$ cat src/hdl/bps_pkg.sv
`timescale 1ns / 1ps
`default_nettype none
// ---------------------------------------------------------------------------
// bps_pkg: shared types and constants of the beep pattern sequencer
// Operation and pattern codes, register map, configuration bundle and the
// beep length lookup.
// ---------------------------------------------------------------------------
package bps_pkg;

    localparam int ADDR_W = 5;
    localparam int DATA_W = 32;

    typedef enum logic [1:0] {
        OP_TICK      = 2'd0,
        OP_PLAY      = 2'd1,
        OP_STOP      = 2'd2,
        OP_SPEED_LOW = 2'd3
    } t_op;

    typedef enum logic [1:0] {
        PH_ON   = 2'd0,
        PH_OFF  = 2'd1,
        PH_IDLE = 2'd2
    } t_phase;

    localparam logic [2:0] PAT_QUALIFYING = 3'd0;
    localparam logic [2:0] PAT_QUALIFIED  = 3'd1;
    localparam logic [2:0] PAT_CLOSED     = 3'd2;
    localparam logic [2:0] PAT_SPEED_LOW  = 3'd3;
    localparam logic [2:0] PAT_PW_RESET   = 3'd4;

    localparam logic [7:0] PW_RESET_UNITS = 8'd50;

    // register indexes (byte address / 4)
    localparam logic [2:0] REG_SOUND_ENABLE = 3'd0;
    localparam logic [2:0] REG_QUALIFYING   = 3'd1;
    localparam logic [2:0] REG_QUALIFIED    = 3'd2;
    localparam logic [2:0] REG_CLOSED_BEEP  = 3'd3;
    localparam logic [2:0] REG_CLOSED_GAP   = 3'd4;
    localparam logic [2:0] REG_SPEED_LOW    = 3'd5;

    typedef struct packed {
        logic       sound_enable;
        logic [7:0] qualifying_units;
        logic [7:0] qualified_units;
        logic [7:0] closed_beep_units;
        logic [7:0] closed_gap_units;
        logic [7:0] speed_low_units;
    } t_cfg;

    function automatic logic [7:0] beep_units(input t_cfg cfg, input logic [2:0] pat);
        logic [7:0] units;
        case (pat)
            PAT_QUALIFYING: units = cfg.qualifying_units;
            PAT_QUALIFIED:  units = cfg.qualified_units;
            PAT_CLOSED:     units = cfg.closed_beep_units;
            PAT_SPEED_LOW:  units = cfg.speed_low_units;
            default:        units = PW_RESET_UNITS;
        endcase
        return units;
    endfunction

endpackage
`default_nettype wire

$ cat src/hdl/bps_regs.sv
`timescale 1ns / 1ps
`default_nettype none
// ---------------------------------------------------------------------------
// bps_regs: configuration register file
// APB-style write and read access to the six sequencer settings.
// ---------------------------------------------------------------------------
module bps_regs (
    input  wire logic                       i_clk,
    input  wire logic                       i_rst_n,
    input  wire logic                       psel,
    input  wire logic                       penable,
    input  wire logic                       pwrite,
    input  wire logic [bps_pkg::ADDR_W-1:0] paddr,
    input  wire logic [bps_pkg::DATA_W-1:0] pwdata,
    output logic      [bps_pkg::DATA_W-1:0] prdata,
    output bps_pkg::t_cfg                   o_cfg
);

    bps_pkg::t_cfg r_cfg;
    logic [2:0]    w_idx;
    logic          w_wr;

    assign w_idx = paddr[bps_pkg::ADDR_W-1:2];
    assign w_wr  = psel && penable && pwrite;

    always_ff @(posedge i_clk) begin
        if (!i_rst_n) begin
            r_cfg.sound_enable      <= 1'b1;
            r_cfg.qualifying_units  <= 8'd2;
            r_cfg.qualified_units   <= 8'd6;
            r_cfg.closed_beep_units <= 8'd2;
            r_cfg.closed_gap_units  <= 8'd2;
            r_cfg.speed_low_units   <= 8'd10;
        end else if (w_wr) begin
            case (w_idx)
                bps_pkg::REG_SOUND_ENABLE: r_cfg.sound_enable      <= pwdata[0];
                bps_pkg::REG_QUALIFYING:   r_cfg.qualifying_units  <= pwdata[7:0];
                bps_pkg::REG_QUALIFIED:    r_cfg.qualified_units   <= pwdata[7:0];
                bps_pkg::REG_CLOSED_BEEP:  r_cfg.closed_beep_units <= pwdata[7:0];
                bps_pkg::REG_CLOSED_GAP:   r_cfg.closed_gap_units  <= pwdata[7:0];
                bps_pkg::REG_SPEED_LOW:    r_cfg.speed_low_units   <= pwdata[7:0];
                default: ;
            endcase
        end
    end

    always_comb begin
        case (w_idx)
            bps_pkg::REG_SOUND_ENABLE: prdata = {31'd0, r_cfg.sound_enable};
            bps_pkg::REG_QUALIFYING:   prdata = {24'd0, r_cfg.qualifying_units};
            bps_pkg::REG_QUALIFIED:    prdata = {24'd0, r_cfg.qualified_units};
            bps_pkg::REG_CLOSED_BEEP:  prdata = {24'd0, r_cfg.closed_beep_units};
            bps_pkg::REG_CLOSED_GAP:   prdata = {24'd0, r_cfg.closed_gap_units};
            bps_pkg::REG_SPEED_LOW:    prdata = {24'd0, r_cfg.speed_low_units};
            default:                   prdata = '0;
        endcase
    end

    assign o_cfg = r_cfg;

endmodule
`default_nettype wire

$ cat src/hdl/beep_pattern_sequencer.sv
`timescale 1ns / 1ps
`default_nettype none
// ---------------------------------------------------------------------------
// beep_pattern_sequencer: buzzer beep pattern engine
// Plays single beeps and a multi-beep closed pattern, advanced by tick
// transactions; gives buzzer level and busy flag per transaction.
// ---------------------------------------------------------------------------
//  channel  | handshake          | payload
//  ---------+--------------------+--------------------------------------
//  input    | i_valid / o_ready  | i_op, i_pattern, i_active
//  output   | o_valid / i_ready  | o_buzzer_level, o_busy_res
//  config   | psel/penable/pready| pwrite, paddr, pwdata, prdata
//
//  One transaction per cycle while the output is not stalled: the state update is
//  one pass of logic into the phase registers and the result register.
//  o_ready is high while the result register is empty or being taken.
//  Synchronous active-low reset: idle, no result, default settings (level/busy regs not reset).
//  A stalled output holds its result and blocks further input only then.
// ---------------------------------------------------------------------------
module beep_pattern_sequencer #(
    parameter int CLOSED_BEEPS = 3
) (
    input  wire logic                       i_clk,
    input  wire logic                       i_rst_n,
    input  wire logic                       i_valid,
    output logic                            o_ready,
    input  wire logic [1:0]                 i_op,
    input  wire logic [2:0]                 i_pattern,
    input  wire logic                       i_active,
    output logic                            o_valid,
    input  wire logic                       i_ready,
    output logic                            o_buzzer_level,
    output logic                            o_busy_res,
    input  wire logic                       psel,
    input  wire logic                       penable,
    input  wire logic                       pwrite,
    input  wire logic [bps_pkg::ADDR_W-1:0] paddr,
    input  wire logic [bps_pkg::DATA_W-1:0] pwdata,
    output logic      [bps_pkg::DATA_W-1:0] prdata,
    output logic                            pready
);

    localparam logic [3:0] LP_CLOSED_STEPS = 4'(CLOSED_BEEPS);

    bps_pkg::t_cfg   w_cfg;
    bps_pkg::t_phase r_phase, n_phase;
    logic [2:0]      r_step, n_step;
    logic [7:0]      r_on_left, n_on_left;
    logic [7:0]      r_off_left, n_off_left;
    logic [2:0]      r_pat, n_pat;
    logic            r_out_valid;
    logic            r_level, n_level;
    logic            r_busy, n_busy;
    logic            w_accept;
    logic [3:0]      w_step_inc;
    logic [3:0]      w_step_cnt;
    logic            w_last_step;
    logic [7:0]      w_on_dec;
    logic [7:0]      w_off_dec;
    logic            w_start;
    logic [2:0]      w_start_pat;

    bps_regs u_regs (
        .i_clk   (i_clk),
        .i_rst_n (i_rst_n),
        .psel    (psel),
        .penable (penable),
        .pwrite  (pwrite),
        .paddr   (paddr),
        .pwdata  (pwdata),
        .prdata  (prdata),
        .o_cfg   (w_cfg)
    );

    assign pready   = 1'b1;
    assign o_ready  = !r_out_valid || i_ready;
    assign w_accept = i_valid && o_ready;

    assign w_step_inc  = {1'b0, r_step} + 4'd1;
    assign w_step_cnt  = (r_pat == bps_pkg::PAT_CLOSED) ? LP_CLOSED_STEPS : 4'd1;
    assign w_last_step = (w_step_inc >= w_step_cnt);
    assign w_on_dec    = r_on_left - 8'd1;
    assign w_off_dec   = r_off_left - 8'd1;

    // play and speed-low start share one path
    always_comb begin
        w_start     = 1'b0;
        w_start_pat = i_pattern;
        if (i_op == bps_pkg::OP_PLAY) begin
            w_start = w_cfg.sound_enable &&
                      (i_pattern inside {[bps_pkg::PAT_QUALIFYING:bps_pkg::PAT_PW_RESET]});
        end else if (i_op == bps_pkg::OP_SPEED_LOW) begin
            w_start     = w_cfg.sound_enable && i_active;
            w_start_pat = bps_pkg::PAT_SPEED_LOW;
        end
    end

    // next state
    always_comb begin
        n_phase    = r_phase;
        n_step     = r_step;
        n_on_left  = r_on_left;
        n_off_left = r_off_left;
        n_pat      = r_pat;
        if (w_start) begin
            n_pat      = w_start_pat;
            n_step     = '0;
            n_on_left  = bps_pkg::beep_units(w_cfg, w_start_pat);
            n_off_left = '0;
            n_phase    = bps_pkg::PH_ON;
        end else begin
            case (i_op)
                bps_pkg::OP_TICK: begin
                    case (r_phase)
                        bps_pkg::PH_ON: begin
                            n_on_left = w_on_dec;
                            if (w_on_dec == 8'd0) begin
                                if (r_pat == bps_pkg::PAT_CLOSED && !w_last_step &&
                                    w_cfg.closed_gap_units != 8'd0) begin
                                    n_off_left = w_cfg.closed_gap_units;
                                    n_phase    = bps_pkg::PH_OFF;
                                end else if (w_last_step) begin
                                    n_phase = bps_pkg::PH_IDLE;
                                end else begin
                                    n_step    = w_step_inc[2:0];
                                    n_on_left = bps_pkg::beep_units(w_cfg, r_pat);
                                end
                            end
                        end
                        bps_pkg::PH_OFF: begin
                            n_off_left = w_off_dec;
                            if (w_off_dec == 8'd0) begin
                                if (w_last_step) begin
                                    n_phase = bps_pkg::PH_IDLE;
                                end else begin
                                    n_step    = w_step_inc[2:0];
                                    n_on_left = bps_pkg::beep_units(w_cfg, r_pat);
                                    n_phase   = bps_pkg::PH_ON;
                                end
                            end
                        end
                        default: ;
                    endcase
                end
                bps_pkg::OP_STOP: begin
                    n_phase = bps_pkg::PH_IDLE;
                end
                bps_pkg::OP_SPEED_LOW: begin
                    // inactive update drops only a running speed-low beep
                    if (!i_active && r_pat == bps_pkg::PAT_SPEED_LOW &&
                        (r_phase == bps_pkg::PH_ON || r_phase == bps_pkg::PH_OFF)) begin
                        n_phase = bps_pkg::PH_IDLE;
                    end
                end
                default: ;
            endcase
        end
    end

    // outputs follow the next phase
    always_comb begin
        n_level = (n_phase == bps_pkg::PH_ON);
        n_busy  = (n_phase == bps_pkg::PH_ON) || (n_phase == bps_pkg::PH_OFF);
    end

    always_ff @(posedge i_clk) begin
        if (!i_rst_n) begin
            r_phase     <= bps_pkg::PH_IDLE;
            r_step      <= '0;
            r_on_left   <= '0;
            r_off_left  <= '0;
            r_pat       <= bps_pkg::PAT_QUALIFYING;
            r_out_valid <= 1'b0;
        end else begin
            if (w_accept) begin
                r_phase    <= n_phase;
                r_step     <= n_step;
                r_on_left  <= n_on_left;
                r_off_left <= n_off_left;
                r_pat      <= n_pat;
            end
            if (w_accept) begin
                r_out_valid <= 1'b1;
            end else if (i_ready) begin
                r_out_valid <= 1'b0;
            end
        end
    end

    always_ff @(posedge i_clk) begin
        if (w_accept) begin
            r_level <= n_level;
            r_busy  <= n_busy;
        end
    end

    assign o_valid        = r_out_valid;
    assign o_buzzer_level = r_level;
    assign o_busy_res     = r_busy;

`ifndef SYNTHESIS
    a_off_has_gap: assert property (@(posedge i_clk) disable iff (!i_rst_n)
        (r_phase == bps_pkg::PH_OFF) |-> (r_off_left != 8'd0))
        else $error("off phase with empty gap countdown");

    a_step_in_range: assert property (@(posedge i_clk) disable iff (!i_rst_n)
        (r_phase != bps_pkg::PH_IDLE) |-> ({1'b0, r_step} < w_step_cnt))
        else $error("step index past pattern length");

    a_stop_silences: assert property (@(posedge i_clk) disable iff (!i_rst_n)
        (w_accept && i_op == bps_pkg::OP_STOP) |=>
        (o_valid && !o_busy_res && !o_buzzer_level))
        else $error("stop did not silence the buzzer");

    a_level_busy: assert property (@(posedge i_clk) disable iff (!i_rst_n)
        (o_valid && o_buzzer_level) |-> o_busy_res)
        else $error("buzzer sounding while idle");
`endif

endmodule
`default_nettype wire

$ cat config.mk
export PLATFORM = sky130hd
export DESIGN_NAME = beep_pattern_sequencer
export DESIGN_NICKNAME = d
export VERILOG_FILES = /design/src/hdl/bps_pkg.sv /design/src/hdl/bps_regs.sv /design/src/hdl/beep_pattern_sequencer.sv
export SDC_FILE = /design/constraint.sdc
export NUM_CORES = 1
export LEC_CHECK = 0
export BUFFER_PORTS_ARGS = -buffer_cell sky130_fd_sc_hd__buf_2
export CAP_MARGIN = 25
export CORE_MARGIN = 2
export CORE_UTILIZATION = 50
export CTS_BUF_LIST = sky130_fd_sc_hd__clkbuf_16
export DETAILED_ROUTE_END_ITERATION = 10
export PLACE_DENSITY = 0.7
export SLEW_MARGIN = 20
export SYNTH_ARGS = -nofsm -noshare
export SYNTH_HDL_FRONTEND = slang
export SYNTH_SLANG_ARGS = --single-unit
$ cat constraint.sdc
create_clock -name i_clk -period 2.4 [get_ports i_clk]
set_input_delay 0.48 -clock i_clk [delete_from_list [all_inputs] [get_ports i_clk]]
set_output_delay 0.48 -clock i_clk [all_outputs]
set_load 0.05 [all_outputs]
==> run_results.csv, run 1 <==
group,metric,value,unit
detailed_routing,drt-initial-drc-count,317,
yosys,ys_ff_latch,68,
cts,numCtsBuffers,9,
detailed_routing,wl_per_cell,18.3,um
setup_path,endpoint_kind,"output port",
layout,nets,674,
placement,hpwl,9.77,mm
power_and_ir_drop,power_density,586,mW/mm^2
yosys,synthSimpleGateAreaFrac,20.9,%
cts,htree_levels,3,
grt,grt.total_usage,27.6,%
setup_path,critical_path_class,"in -> out",
setup_path,cp_num_buf_inv,2,
yosys,synth_top_family_by_area,"simple AND/OR/NAND/NOR gates",
grt,grt_pass1_wl,21.5,mm
floorplanning,ios,87,
timing,clock_skew,0.00836,ns
yosys,syn-instance-count,547,
floorplanning,die_w,99.7,um
setup_path,start_kind,"input port",
setup_path,crit_path_max_fanout,8,
yosys,synthAdderAreaFrac,1.37,%
yosys,syn_area,0.00457,sq mm
power_and_ir_drop,power_leakage,2.19,nW
grt,grt_start_max_net_pins,22,
hold_path,hold_class,"in -> reg",
layout,final_area,0.00545,sq mm
setup_path,crit_chain,"buf_2, nor2b_1, nor2b_1, a221o_1, buf_2",
timing,fin_ws,0.131,ns
floorplanning,core_area,0.00881,sq mm
yosys,synth.avg_cell_area,8.36,sq um
power_and_ir_drop,vdd_ir_drop_max,388,uV
detailed_routing,firstDrtPassIters,5,
power_and_ir_drop,netSwitchingFraction,31.5,%
power_and_ir_drop,p_comb_share,20.1,%
power_and_ir_drop,p_int,2.19,mW
yosys,yosys.area.top_type,"dfxtp_1",
yosys,synth-async-reset-ratio,0,%
yosys,synth.top_cell.area_share,28.9,%
yosys,muxShareOfSynthArea,17.1,%
yosys,synth_xor_area_share,1.91,%
cts,cts_root_buf,"clkbuf_16",
detailed_routing,ant_nets,0,
setup_path,path_delay_family,"simple AND/OR/NAND/NOR gates",
floorplanning,die_y,99.7,um
placement,place.gp.congestion,0.973,
layout,drive_gt1_share,23.4,%
layout,synthToLayoutAreaGrowth,19.1,%
timing,setup_viol,0,
yosys,synth_area_leaders,"dfxtp_1 (29%), mux2i_1 (13%), nor2_1 (5.4%)",
layout,stdcell_count,732,
grt,antenna_found_initial,0,
placement,dpl-instance-area,0.00508,sq mm
detailed_routing,routed_wl,13.4,mm
timing,setup_tns,0,ns
cts,path_clk_slew,0.06,ns
timing,tightest_slew,0.618,ns
cts,ctsHoldBuffers,0,
hold_path,hold_depth,3,
cts,clock_sinks,68,
yosys,synth_cell_types,67,
setup_path,crit_arrival,1.79,ns
yosys,ys_seq_area_share,30.2,%
power_and_ir_drop,pwr-share-clk,42.6,%
grt,grt_pass1_vias,4075,
timing,fin_crit_sh,94.6,%
setup_path,rr_worst_depth,10,
floorplanning,dieArea,0.00993,sq mm
timing,max_freq,441,MHz
floorplanning,std_cell_rows,34,
setup_path,crit_required,1.92,ns
power_and_ir_drop,p_switching,1.01,mW
placement,dp_slack,0.0743,ns
timing,slew_headroom,58.7,%
timing,final_hold_viol_count,0,
cts,clk_path_buf_depth,2,
setup_path,cpPeakStageDelay,0.41,ns
yosys,yosysWarnings,0,
detailed_routing,drc_errors,0,
timing,fin_crit,2.27,ns
yosys,synth_compound_area_share,20.6,%
job,drv_cap,0,
setup_path,crit_slowest_cell,"nor2b_1",
setup_path,critical_path_depth,5,
timing,drv_slew,0,
detailed_routing,vias,4473,
power_and_ir_drop,seqPwrFrac,37.3,%
status,status,"complete, no violations",
cts,tritoncts,"done",
yosys,ys.flop_type,"dfxtp_1",
placement,dp.cells,713,
cts,clock_latency,0.34,ns
detailed_routing,viasPerCell,6.11,
grt,overflow,0,
yosys,synth_edf_count,2,
floorplanning,start_util,51.9,%
placement,io_buffers,35,
layout,diodes,0,
[placed cells by master (no fill, tap or decap), types with 9 or more instances in the layout]
cell / count
nand3_1: 12
buf_2: 35
o21ai_0: 31
dfxtp_1: 66
conb_1: 25
buf_4: 51
clkbuf_16: 9
mux2i_1: 58
a21oi_1: 28
nor2_1: 66
mux4_2: 9
nand2_1: 53
nand2b_1: 10
inv_1: 13
[path summary, 6_finish.rpt]
path	start	endpoint	slack [ns]
worst max-delay path	paddr[4]	prdata[2]	0.13
worst min-delay path	i_valid	o_valid$_SDFFE_PN0P_	0.39
worst max register to register	r_on_left[0]$_SDFFE_PN0P_	r_phase[0]$_SDFFE_PN0P_	0.14
worst min register to register	r_off_left[7]$_SDFFE_PN0P_	r_off_left[7]$_SDFFE_PN0P_	0.50
[stage by stage]
step / power (mW) / utilization [%] / hold WS (ns)
5_1_grt: 3.31 / 61.9 / 0.425
4_1_cts: 3.18 / 61.1 / 0.384
2_1_floorplan: 1.67 / - / 0.461
6_report: 3.19 / 61.9 / 0.389
3_5_place_dp: 1.83 / 57.7 / 0.490
3_3_place_gp: 1.82 / 57.7 / 0.479
[registers in the layout, indices dropped and copies added, names as in the netlist]
name            cells
r_step              3
r_phase             2
r_on_left           8
o_busy_res          1
u_regs.o_cfg       41
r_pat               3
o_valid             1
o_buzzer_level      1
r_off_left          8
[layer usage]
layer	wire [um]	track usage (%)	vias to the layer above
met2	6260	43.4	251
li1	-	-	2104
met5	0	0	-
met1	5560	37.5	2080
met4	334	9.27	0
met3	1260	6.11	38
[area by class of cell]
class / instances / area [sq um]
fill: 782 / 3360
multi-input combinational: 439 / 3000
sequential: 68 / 1380
timing repair buffer: 87 / 578
clock buffer: 9 / 225
tap: 108 / 135
clock inverter: 7 / 76.3
inverter: 14 / 52.6
[repair_timing]
item                       4_1_cts  5_1_grt
buffers inserted                 0        2
setup endpoints to repair        0       18
resized for setup                0        9
[power by group through the flow]
stage	registers [mW]	logic (mW)	clock network (mW)
floorplan	1.22	0.456	0
global placement	1.21	0.606	0
detailed placement	1.21	0.611	0
CTS	1.19	0.615	1.37
global route	1.20	0.693	1.42
finish	1.19	0.643	1.36
[synth_stat cells (4+ instances only)]
| cell type | count |
|---|---|
| a31oi_1 | 5 |
| nor2_1 | 66 |
| o2111ai_1 | 7 |
| or2_2 | 4 |
| o21ai_1 | 4 |
| ha_1 | 5 |
| a21o_1 | 4 |
| a211oi_1 | 4 |
| buf_4 | 25 |
| xor2_1 | 7 |
| a221o_1 | 6 |
| o21ai_0 | 31 |
| inv_1 | 13 |
| a21oi_1 | 31 |
| mux4_2 | 9 |
| o211ai_1 | 4 |
| nand2_1 | 53 |
| nor3_1 | 8 |
| nor4_1 | 5 |
| nand4_1 | 8 |
| mux2i_1 | 58 |
| nand3_1 | 12 |
| o22ai_1 | 5 |
| and2_1 | 4 |
| nand2b_1 | 10 |
| nor2b_1 | 6 |
| buf_2 | 4 |
| dfxtp_1 | 66 |
| a221oi_1 | 5 |
| clkbuf_1 | 16 |
[cell families after synthesis]
kind of cell | after synthesis
compound gates | 135
xor+xnor | 10
fa+ha+maj | 5
buf+inv | 64
flops | 68
mux | 67
other cells | 2
simple gates | 196
[worst min-delay path: stages]
cell     delay [ns]
buf_2          0.10
inv_1          0.04
a21oi_1        0.05
No activity file was read; power rests on OpenSTA's default activity.
==> inputs of run 2 (changes only) <==
--- a/config.mk
+++ b/config.mk
@@ -5,7 +5,7 @@
 export SDC_FILE = /design/constraint.sdc
 export NUM_CORES = 1
 export LEC_CHECK = 0
-export BUFFER_PORTS_ARGS = -buffer_cell sky130_fd_sc_hd__buf_2
+export BUFFER_PORTS_ARGS = -buffer_cell sky130_fd_sc_hd__clkbuf_2
 export CAP_MARGIN = 25
 export CORE_MARGIN = 2
 export CORE_UTILIZATION = 50
==> run 2 against run 1 <==
Effect of this change:
- clock skew about the same
- highest routed layer unchanged
- final cell count shrank 0.55%
- sequential share of layout area is essentially flat
- wire length decreased by 1.7%
- sequential power barely moved
- global-route usage is 0.12 points lower
- worst hold slack worse by 0.020 ns
- design area is 0.23% higher
- non-clock buffer count shrank 3
- combinational power is 3% lower
- worst setup slack lost 0.045 ns
- flip-flop and latch count did not move
==> run_results.csv, run 2 (synthesized netlist as in run 1, its figures left out) <==
group,metric,value,unit
power_and_ir_drop,power_leakage,2.21,nW
detailed_routing,routed.top_layer,"met4",
timing,setup_viol,0,
floorplanning,dieArea,0.00993,sq mm
cts,htree_levels,3,
setup_path,endpoint_kind,"output port",
timing,fin_crit_sh,96.4,%
setup_path,critical_path_depth,5,
setup_path,critical_path_class,"in -> out",
grt,grt_pass1_vias,4187,
layout,nets,670,
placement,hpwl,9.78,mm
setup_path,cp_num_buf_inv,2,
timing,drv_slew,0,
status,status,"complete, no violations",
detailed_routing,viasPerCell,6.11,
placement,place.gp.congestion,0.923,
power_and_ir_drop,power_density,626,mW/mm^2
floorplanning,die_w,99.7,um
detailed_routing,wl_met1,5.73,mm
cts,tritoncts,"done",
setup_path,crit_slowest_cell,"nor2b_1",
detailed_routing,drt-initial-drc-count,331,
hold_path,hold_class,"in -> reg",
hold_path,hold_depth,3,
floorplanning,ios,87,
timing,setup_tns,0,ns
cts,cts_root_buf,"clkbuf_16",
grt,grt_pass1_wl,21.4,mm
cts,clock_sinks,68,
floorplanning,start_util,51.9,%
timing,slew_headroom,61.2,%
layout,nFillCells,738,
detailed_routing,drc_errors,0,
timing,tightest_slew,0.582,ns
grt,grt.total_usage,27.4,%
detailed_routing,firstDrtPassIters,5,
timing,fin_crit,2.31,ns
setup_path,crit_path_max_fanout,11,
layout,stdcell_count,728,
setup_path,path_delay_family,"simple AND/OR/NAND/NOR gates",
setup_path,crit_required,1.92,ns
layout,diodes,0,
cts,cts_setup_buffers,0,
timing,final_hold_viol_count,0,
job,drv_cap,0,
setup_path,cpPeakStageDelay,0.45,ns
placement,io_buffers,35,
grt,antenna_found_initial,0,
setup_path,crit_arrival,1.83,ns
timing,clock_skew,0.00808,ns
layout,largest_register_ffs,41,
detailed_routing,wl_per_cell,18.1,um
setup_path,crit_chain,"clkbuf_2, nor2b_1, nor2b_1, a221o_1, clkbuf_2",
layout,final_cell_mix,"nor2_1 (65), dfxtp_1 (64), mux2i_1 (58)",
timing,max_freq,432,MHz
detailed_routing,vias,4449,
placement,dpl-instance-area,0.00508,sq mm
cts,path_clk_slew,0.06,ns
detailed_routing,wl_met3,900,um
layout,postLayoutCoreUtil,62.0,%
cts,clk_path_buf_depth,2,
floorplanning,die_y,99.7,um
timing,rsz0062_at_grt,"false",
cts,numCtsBuffers,9,
setup_path,start_kind,"input port",
power_and_ir_drop,vdd_ir_drop_max,488,uV
cts,clock_latency,0.33,ns
layout,final_area,0.00546,sq mm
detailed_routing,ant_nets,0,
detailed_routing,routed-wl-met2,6.25,mm
layout,final_common_cell,"nor2_1",
setup_path,rr_worst_depth,8,
grt,overflow,0,
layout,synthToLayoutAreaGrowth,19.4,%
floorplanning,std_cell_rows,34,
placement,dp.cells,712,
grt,grt_start_max_net_pins,32,
floorplanning,core_area,0.00881,sq mm
detailed_routing,routed_wl,13.2,mm
layout,drive_gt1_share,22.6,%
## run 2: cell count changes in the layout (fill, tap and decap cells not counted), moves of 2 or more
cell	delta
a21oi_2	-2
buf_4	-3
nor2_2	+2
clkinvlp_4	-2
clkbuf_2	+34
bufinv_16	+2
clkinv_4	-2
dfxtp_1	-2
buf_2	-35
dfxtp_2	+2
## run 2: worst paths after layout
| path | startpoint | endpoint | slack, ns |
|---|---|---|---|
| max reg2reg | r_off_left[0]$_SDFFE_PN0P_ | r_on_left[0]$_SDFFE_PN0P_ | 0.13 |
| min | i_valid | o_valid$_SDFFE_PN0P_ | 0.37 |
| min reg2reg | r_off_left[7]$_SDFFE_PN0P_ | r_off_left[7]$_SDFFE_PN0P_ | 0.50 |
| max | paddr[3] | prdata[3] | 0.09 |
## run 2: layout make-up
type,count,area (sq um),area share [%]
Clock inverter,6,108,1.97
Multi-Input combinational cell,438,2960,54.2
Tap cell,108,135,2.47
Timing Repair Buffer,84,571,10.4
Clock buffer,10,250,4.58
Inverter,14,52.6,0.962
Sequential cell,68,1380,25.3
## run 2: routing by layer
layer,track usage [%],vias up
met2,44.3,213
met5,0,-
met1,36.5,2123
met3,4.36,27
met4,11.5,0
li1,-,2086
## run 2: power by group
part | internal, mW | switching, mW | total (mW)
clock | 1.08 | 0.525 | 1.60
combinational | 0.210 | 0.416 | 0.626
sequential | 1.16 | 0.0285 | 1.19
total | 2.45 | 0.969 | 3.42
## run 2: metrics by stage
| step | hold slack [ns] | setup slack (ns) | power, mW |
|---|---|---|---|
| after detailed placement | 0.496 | 0.106 | 1.82 |
| after global routing | 0.391 | 0.00399 | 3.53 |
| after CTS | 0.371 | 0.0980 | 3.40 |
| after floorplan | 0.461 | 0.163 | 1.67 |
| final | 0.369 | 0.0862 | 3.42 |
| after global placement | 0.478 | 0.0783 | 1.81 |
## run 2: what timing repair did
action                                  CTS  global route
endpoints found under the setup margin    0            11
endpoints found under the hold margin     0             0
resized for setup                         0             5
hold buffers                              0             0
## run 2: tightest hold or removal path, delay by kind of cell
kind,cells,cell delay (ns)
buf+inv,2,0.13
compound gates,1,0.05
==> inputs of run 3 (changes only) <==
--- a/config.mk
+++ b/config.mk
@@ -8,10 +8,10 @@
 export BUFFER_PORTS_ARGS = -buffer_cell sky130_fd_sc_hd__clkbuf_2
 export CAP_MARGIN = 25
 export CORE_MARGIN = 2
-export CORE_UTILIZATION = 50
+export CORE_UTILIZATION = 55
 export CTS_BUF_LIST = sky130_fd_sc_hd__clkbuf_16
 export DETAILED_ROUTE_END_ITERATION = 10
-export PLACE_DENSITY = 0.7
+export PLACE_DENSITY = 0.76
 export SLEW_MARGIN = 20
 export SYNTH_ARGS = -nofsm -noshare
 export SYNTH_HDL_FRONTEND = slang
==> run 3 against run 2 <==
Effect of this change:
- non-clock buffer count is 1 lower
- flip-flop and latch count unchanged
- count of clock-buffer cells in the layout shrank 1
- clock skew shrank 0.0011 ns
- sequential power is essentially flat
- register-to-register slack gained 0.04 ns
- critical endpoint is now r_phase[0]$_SDFFE_PN0P_
- design area is 1.3% lower
- via count increased by 1.2%
- largest cell class unchanged
- maximum frequency grew 3.8%
- wire length grew 0.22%
==> run_results.csv, run 3 (synthesized netlist as in run 1, its figures left out) <==
group,metric,value,unit
floorplanning,std_cell_rows,33,
placement,hpwl,9.72,mm
grt,grt_start_max_net_pins,32,
placement,dp.cells,707,
placement,place.gp.congestion,0.979,
floorplanning,core_area,0.00813,sq mm
layout,synthToLayoutAreaGrowth,17.8,%
setup_path,start_kind,"flip-flop",
cts,clock_sinks,68,
layout,diodes,0,
layout,register_area,0.00138,sq mm
power_and_ir_drop,totalPowerFinal,3.21,mW
placement,io_buffers,35,
grt,antenna_found_initial,0,
timing,fin_crit_sh,92.9,%
layout,postLayoutCoreUtil,66.3,%
layout,multi_input_area,0.00297,sq mm
power_and_ir_drop,pwr-share-clk,43.2,%
grt,grt_pass1_vias,4234,
grt,grt_pass1_wl,21.4,mm
detailed_routing,drt-initial-drc-count,339,
floorplanning,die_y,95.2,um
cts,cts_root_buf,"clkbuf_16",
setup_path,cp_num_buf_inv,3,
timing,clock_skew,0.00701,ns
setup_path,crit_arrival,2.45,ns
layout,final_area,0.00539,sq mm
status,status,"complete, no violations",
timing,drv_slew,0,
placement,dp_slack,0.0567,ns
setup_path,crit_path_max_fanout,5,
layout,largest_register_ffs,41,
detailed_routing,viasPerCell,6.22,
timing,fin_ws,0.170,ns
setup_path,crit_slowest_cell,"or4_4",
layout,nFillCells,678,
detailed_routing,firstDrtPassIters,6,
hold_path,hold_class,"in -> reg",
job,drv_cap,0,
timing,final_hold_viol_count,0,
cts,tritoncts,"done",
detailed_routing,wl_per_cell,18.2,um
setup_path,crit_required,2.62,ns
power_and_ir_drop,p_comb_share,19.8,%
cts,numCtsBuffers,9,
detailed_routing,drc_errors,0,
timing,fin_crit,2.23,ns
detailed_routing,ant_nets,0,
power_and_ir_drop,power_leakage,2.18,nW
floorplanning,ios,87,
setup_path,path_delay_family,"simple AND/OR/NAND/NOR gates",
cts,path_clk_slew,0.06,ns
setup_path,cpPeakStageDelay,0.54,ns
timing,max_freq,448,MHz
power_and_ir_drop,netSwitchingFraction,31.6,%
detailed_routing,routed_wl,13.2,mm
power_and_ir_drop,p_int,2.20,mW
timing,slew_headroom,58.4,%
setup_path,critical_path_class,"reg -> reg",
layout,stdcell_count,724,
cts,clock_latency,0.34,ns
floorplanning,die_w,95.2,um
timing,rsz0062_at_grt,"true",
layout,final_cell_mix,"nor2_1 (66), dfxtp_1 (66), mux2i_1 (58)",
placement,dpl-instance-area,0.00504,sq mm
cts,htree_levels,3,
setup_path,cp_common_cell,"buf_4",
power_and_ir_drop,power_density,596,mW/mm^2
floorplanning,start_util,56.2,%
timing,tightest_slew,0.622,ns
layout,drive_gt1_share,22.6,%
power_and_ir_drop,vdd_ir_drop_max,457,uV
grt,overflow,0,
cts,clk_path_buf_depth,2,
timing,setup_viol,0,
floorplanning,dieArea,0.00906,sq mm
power_and_ir_drop,seqPwrFrac,36.9,%
setup_path,crit_chain,"buf_4, or4_4, nand4_1, a211oi_1, buf_4, and2_1, buf_4, a221o_1, nand3_1, a21oi_1",
grt,grt.total_usage,30.7,%
layout,nets,669,
timing,finalHoldWorstSlack,0.358,ns
power_and_ir_drop,p_switching,1.02,mW
setup_path,endpoint_kind,"flip-flop",
timing,setup_tns,0,ns
cts,ctsHoldBuffers,0,
detailed_routing,vias,4502,
[run 3: cell count changes in the layout (fill, tap and decap cells not counted), sizes merged]
cell / before / now
clkinv: 2 / 0
inv: 15 / 18
buf: 50 / 48
clkinvlp: 0 / 2
bufinv: 3 / 1
[run 3: worst min-delay path: stages]
cell and delay [ns]:
clkbuf_2 0.09, inv_1 0.04, a21oi_1 0.05
[run 3: timing repair]
action / 4_1_cts / 5_1_grt
gates resized for setup: 0 / 6
setup endpoints to repair: 0 / 14
buffers inserted: 0 / 1
[run 3: power by group through the flow]
stage               clock network (mW)  logic (mW)  registers, mW
floorplan                            0       0.456           1.22
global placement                     0       0.603           1.21
detailed placement                   0       0.614           1.21
CTS                               1.39       0.619           1.19
global route                      1.44       0.689           1.19
finish                            1.39       0.637           1.19
[run 3: cell type report]
cell class                 instances  area share, %
inverter                          14          0.975
timing repair buffer              83           10.2
clock inverter                     7           1.53
sequential                        68           25.6
tap                              105           2.44
clock buffer                       9           4.18
multi-input combinational        438           55.1
[run 3: worst paths after layout]
path	from	slack, ns	end	cells past startpoint
worst max-delay path	r_on_left[0]$_SDFFE_PN0P_	0.17	r_phase[0]$_SDFFE_PN0P_	10
worst min-delay path	i_valid	0.36	o_valid$_SDFFE_PN0P_	3
worst max register to register	r_on_left[0]$_SDFFE_PN0P_	0.17	r_phase[0]$_SDFFE_PN0P_	10
worst min register to register	r_off_left[7]$_SDFFE_PN0P_	0.49	r_off_left[7]$_SDFFE_PN0P_	2
[run 3: routing by layer]
metal | vias to the layer above | GRT usage (%) | wire length (um)
met5 | - | 0 | 0
met1 | 2126 | 39.0 | 5420
met3 | 47 | 6.09 | 1060
met4 | 0 | 13.4 | 468
li1 | 2090 | - | -
met2 | 239 | 50.4 | 6260
